===== src/hw/rtl/ubh_pkg.sv =====
`default_nettype none
package ubh_pkg;

   // configuration register indexes
   localparam logic [1:0] CSR_BIN_COUNT = 2'd0;
   localparam logic [1:0] CSR_RANGE_MIN = 2'd1;
   localparam logic [1:0] CSR_BIN_WIDTH = 2'd2;

   // request operation codes
   localparam logic OP_ADD  = 1'b0;
   localparam logic OP_READ = 1'b1;

   localparam int DIFF_WIDTH = 33;
   localparam int DIV_STEPS  = 33;

   // controller to datapath commands
   typedef struct packed {
      logic capture;   // latch request, start divide
      logic div_step;  // one restoring divide step
      logic mem_read;  // issue store read
      logic mem_write; // write updated count, present result
      logic clr_step;  // clear one entry
   } ubh_cmd_type;

   // datapath to controller status
   typedef struct packed {
      logic div_last;
      logic clr_last;
      logic need_div;
   } ubh_stat_type;

endpackage
`default_nettype wire


===== src/hw/rtl/ubh_ctrl.sv =====
`default_nettype none
module ubh_ctrl (
   input  wire logic                 clock,
   input  wire logic                 reset,
   input  wire logic                 start,
   output logic                      busy,
   output ubh_pkg::ubh_cmd_type      cmd,
   input  wire ubh_pkg::ubh_stat_type stat
);

   typedef enum logic [5:0] {
      ST_CLEAR = 6'b000001,
      ST_IDLE  = 6'b000010,
      ST_DIV   = 6'b000100,
      ST_READ  = 6'b001000,
      ST_WAIT  = 6'b010000,
      ST_WRITE = 6'b100000
   } state_type;

   state_type state_ff, state_in;

   // next state and commands
   always_comb begin
      state_in = state_ff;
      cmd      = '0;
      case (state_ff)
         ST_CLEAR: begin
            cmd.clr_step = 1'b1;
            if (stat.clr_last) state_in = ST_IDLE;
         end
         ST_IDLE: begin
            if (start) begin
               cmd.capture = 1'b1;
               state_in    = ST_DIV;
            end
         end
         ST_DIV: begin
            if (!stat.need_div || stat.div_last) begin
               state_in = ST_READ;
            end else begin
               cmd.div_step = 1'b1;
            end
         end
         ST_READ: begin
            cmd.mem_read = 1'b1;
            state_in     = ST_WAIT;
         end
         ST_WAIT: state_in = ST_WRITE;
         ST_WRITE: begin
            cmd.mem_write = 1'b1;
            state_in      = ST_IDLE;
         end
         default: state_in = ST_IDLE;
      endcase
   end

   always_ff @(posedge clock) begin
      if (reset) state_ff <= ST_CLEAR;
      else       state_ff <= state_in;
   end

   assign busy = (state_ff != ST_IDLE);

endmodule
`default_nettype wire


===== config.mk =====
export PLATFORM = sky130hd
export DESIGN_NAME = ubh_ctrl
export DESIGN_NICKNAME = d
export VERILOG_FILES = /design/src/hw/rtl/ubh_pkg.sv /design/src/hw/rtl/ubh_ctrl.sv
export SDC_FILE = /design/constraint.sdc
export NUM_CORES = 1
export LEC_CHECK = 0
export ABC_AREA = 1
export BUFFER_PORTS_ARGS = -buffer_cell sky130_fd_sc_hd__buf_2
export CAP_MARGIN = 15
export CELL_PAD_IN_SITES_DETAIL_PLACEMENT = 1
export CELL_PAD_IN_SITES_GLOBAL_PLACEMENT = 1
export CORE_MARGIN = 5
export CORE_UTILIZATION = 27
export DETAILED_ROUTE_END_ITERATION = 10
export HOLD_SLACK_MARGIN = 0.06
export PLACE_DENSITY_LB_ADDON = 0.15
export SETUP_SLACK_MARGIN = 0.3
export SLEW_MARGIN = 10
export SYNTH_ARGS = -nofsm -noshare
export SYNTH_HDL_FRONTEND = slang
export SYNTH_SLANG_ARGS = --single-unit

===== constraint.sdc =====
create_clock -name clock -period 1.2 [get_ports clock]
set_clock_uncertainty 0.2 [all_clocks]
set_input_delay 0.12 -clock clock [delete_from_list [all_inputs] [get_ports clock]]
set_output_delay 0.12 -clock clock [all_outputs]
set_load 0.1 [all_outputs]

==> qor.yml <==
cells_and_area:
  final_layout_size_suffix_gt1_share_pct: 77.8
  area.growth.synth_to_final_pct: 156
  antennaDiodeCount: 0
  largest_register_ffs: 6
  layout.core_utilization_pct: 71.3
  nNetsFinal: 98
  largestRegisters: "state_ff: 6 flops"
  regMostFlops: "state_ff"
  layout.filler_cells: 142
  finalInstanceArea_sq_um: 905
critical_path:
  critical_path_required_ns: 0.88
  path_class: "reg -> out"
  worst_ep_arrival_time_ns: 1.31
  critical_path.max_fanout: 4
  worst_setup_path_start_kind: "register"
  worst_setup_path_end_kind: "output pin"
yosys:
  syn_area_sq_um: 353
  synth_flop_cell: "dfxtp_1"
  netlist_top_cells_area: "dfxtp_1, inv_1, nor2_1"
  synthMostInstantiatedCell: "inv_1"
  synthesis.area_per_instance_sq_um: 7.06
  mappedNetlistNets: 56
  yosysSeqAreaShare_pct: 34.0
  proportion_of_netlist_area_held_by_the_largest_area_contributor_pct: 34.0
  post_synth_top_area_cell: "dfxtp_1"
  synthArstFlopShare_pct: 0
  synth_edf_count: 0
  synth_cell_type_count: 13
  synth_warnings: 0
  postSynthRegisterBits: 6
  syn-instance-count: 50
  synthTopCellsByCount: "inv_1, nor2_1, dfxtp_1"
global_routing:
  grt_start_max_net_pins: 6
  antenna_found_initial: 0
  overflow: 0
  grt_first_pass_wirelength_mm: 2.70
  grt_pass1_vias: 571
  grt_use_total_pct: 19.3
placement:
  dpl-instance-area_sq_um: 657
  dp_hpwl_um: 903
  routabilityCongestion: 0.747
  port_buffers: 11
sta:
  tightest_slew_ns: 0.234
  finalHoldViolCount: 4
  fin_setup_tns_ns: -3.90
  slew-limit-headroom_pct: 84.3
  final.period_utilization_pct: 136
  finalSetupViolations: 12
  fin_hold_ws_ns: -0.0417
  max_fclk_ghz: 0.612
  final_max_slew_viols: 0
  layout_min_cycle_time_ns: 1.63
  postLayoutSetupSlackWorst_ns: -0.433
  rsz0062_at_grt: "yes"
floorplanning:
  floorplan.die.height_um: 46.2
  floorplan.initialDensity_pct: 27.8
  fp-row-count: 13
  io_pins: 12
  core_region_area_sq_mm: 0.00127
  chipWidth_um: 46.2
  dieArea_sq_mm: 0.00213
detailed_routing:
  drtIter0Drc: 5
  drt_first_pass_iters: 4
  vias_per_cell: 4.73
  drt_wl_total_mm: 1.88
  routedWlPerCell_um: 17.9
  num_vias: 497
  post-route-drc-count: 0
  ant_nets: 0
pwr:
  p_per_area_mw_per_mm2: 732
  vdd_ir_drop_max_mv: 0.708
  power_leakage_nw: 0.400
  total_power_mw: 0.662
clock_network:
  worst_skew_pair_later_pin_latency_ns: 0.25
  maximum_buffer_depth_of_the_clock_tree: 2
  cts_buffers: 3
  cts_num_sinks: 6
  clock_slew_at_the_register_clock_pins_of_the_worst_setup_and_hold_paths_ns: 0.05
  htreeDepth: 1
  clock-root-buffer: "clkbuf_4"
  tritoncts_clock_tree: "yes"
worst_hold_path:
  holdCritPathClass: "in -> reg"
status:
  run_status: "finished with violations"
  violations: "hold timing, setup timing"
flow_run:
  drv.max_cap_violation_count: 0
metal layers:
metal  share of wire (%)  vias up  track usage (%)
met1                  36      238             18.8
met4                 2.5        0             10.2
met3                 2.5        4             3.52
met5                   0        -                0
li1                    -      241                -
met2                  58       14             37.1
logic make-up (layout without fill, tap and decap cells):
kind of cell	Yosys count	after routing	synth area share, %
compound gates	1	1	1.42
simple gates	31	31	51.8
flops	6	6	34.0
buf+inv	12	52	12.8
what timing repair did:
action | 4_1_cts | 5_1_grt
pin swaps | 7 | 5
endpoints found under the hold margin | 6 | 5
buffers inserted | 11 | 3
resized for setup | 16 | 11
endpoints found under the setup margin | 12 | 12
through the flow:
stage / std cells / setup slack, ns / hold slack, ns
after floorplan: 50 / -0.247 / -0.0150
after global placement: 88 / -0.144 / 0.142
after detailed placement: 88 / -0.189 / 0.145
after CTS: 102 / -0.399 / -0.117
after global routing: 105 / -0.508 / -0.0519
final: 105 / -0.433 / -0.0417
path summary, 6_finish.rpt:
path / depth (start not counted) / slack (ns) / start / end
max: 4 / -0.43 / state_ff[2] / cmd[4]
min: 2 / -0.04 / reset / state_ff[4]
max reg2reg: 8 / -0.37 / state_ff[5] / state_ff[1]
min reg2reg: 3 / 0.44 / state_ff[3] / state_ff[3]
power breakdown:
part           leakage [nW]  internal, mW  switching (mW)
clock network        0.0138         0.114          0.0875
logic                 0.334         0.101           0.139
registers            0.0522         0.206          0.0141
total                 0.400         0.421           0.241
final cells by class:
class                      count  area [sq um]  area share, %
inverter                      12          56.3           6.22
multi-input combinational     32           289           32.0
timing repair buffer          37           383           42.3
sequential                     6           135           14.9
clock buffer                   3          22.5           2.49
tap                           15          18.8           2.07
worst max-delay path: stages, from the launching register on:
cell        delay [ns]
dfxtp_2           0.34
nor2_4            0.20
nand4_1           0.20
clkinvlp_4        0.15
buf_12            0.17
layout by cell type (no fill, tap or decap):
cell type	n
buf_4	17
inv_1	8
buf_6	8
buf_12	7
nor2_4	6
nor2_1	5
buf_2	5
nor2_2	4
nand3_4	3
clkinvlp_4	3
nand2_1	3
clkbuf_4	3
dfxtp_4	3
dfxtp_2	3
nand3_2	2
nand4_1	2
nand3_1	2
inv_2	1
nand4_4	1
and3_4	1
nand4_2	1
nor3_2	1
a21oi_4	1
(Power assumes the default switching activity.)
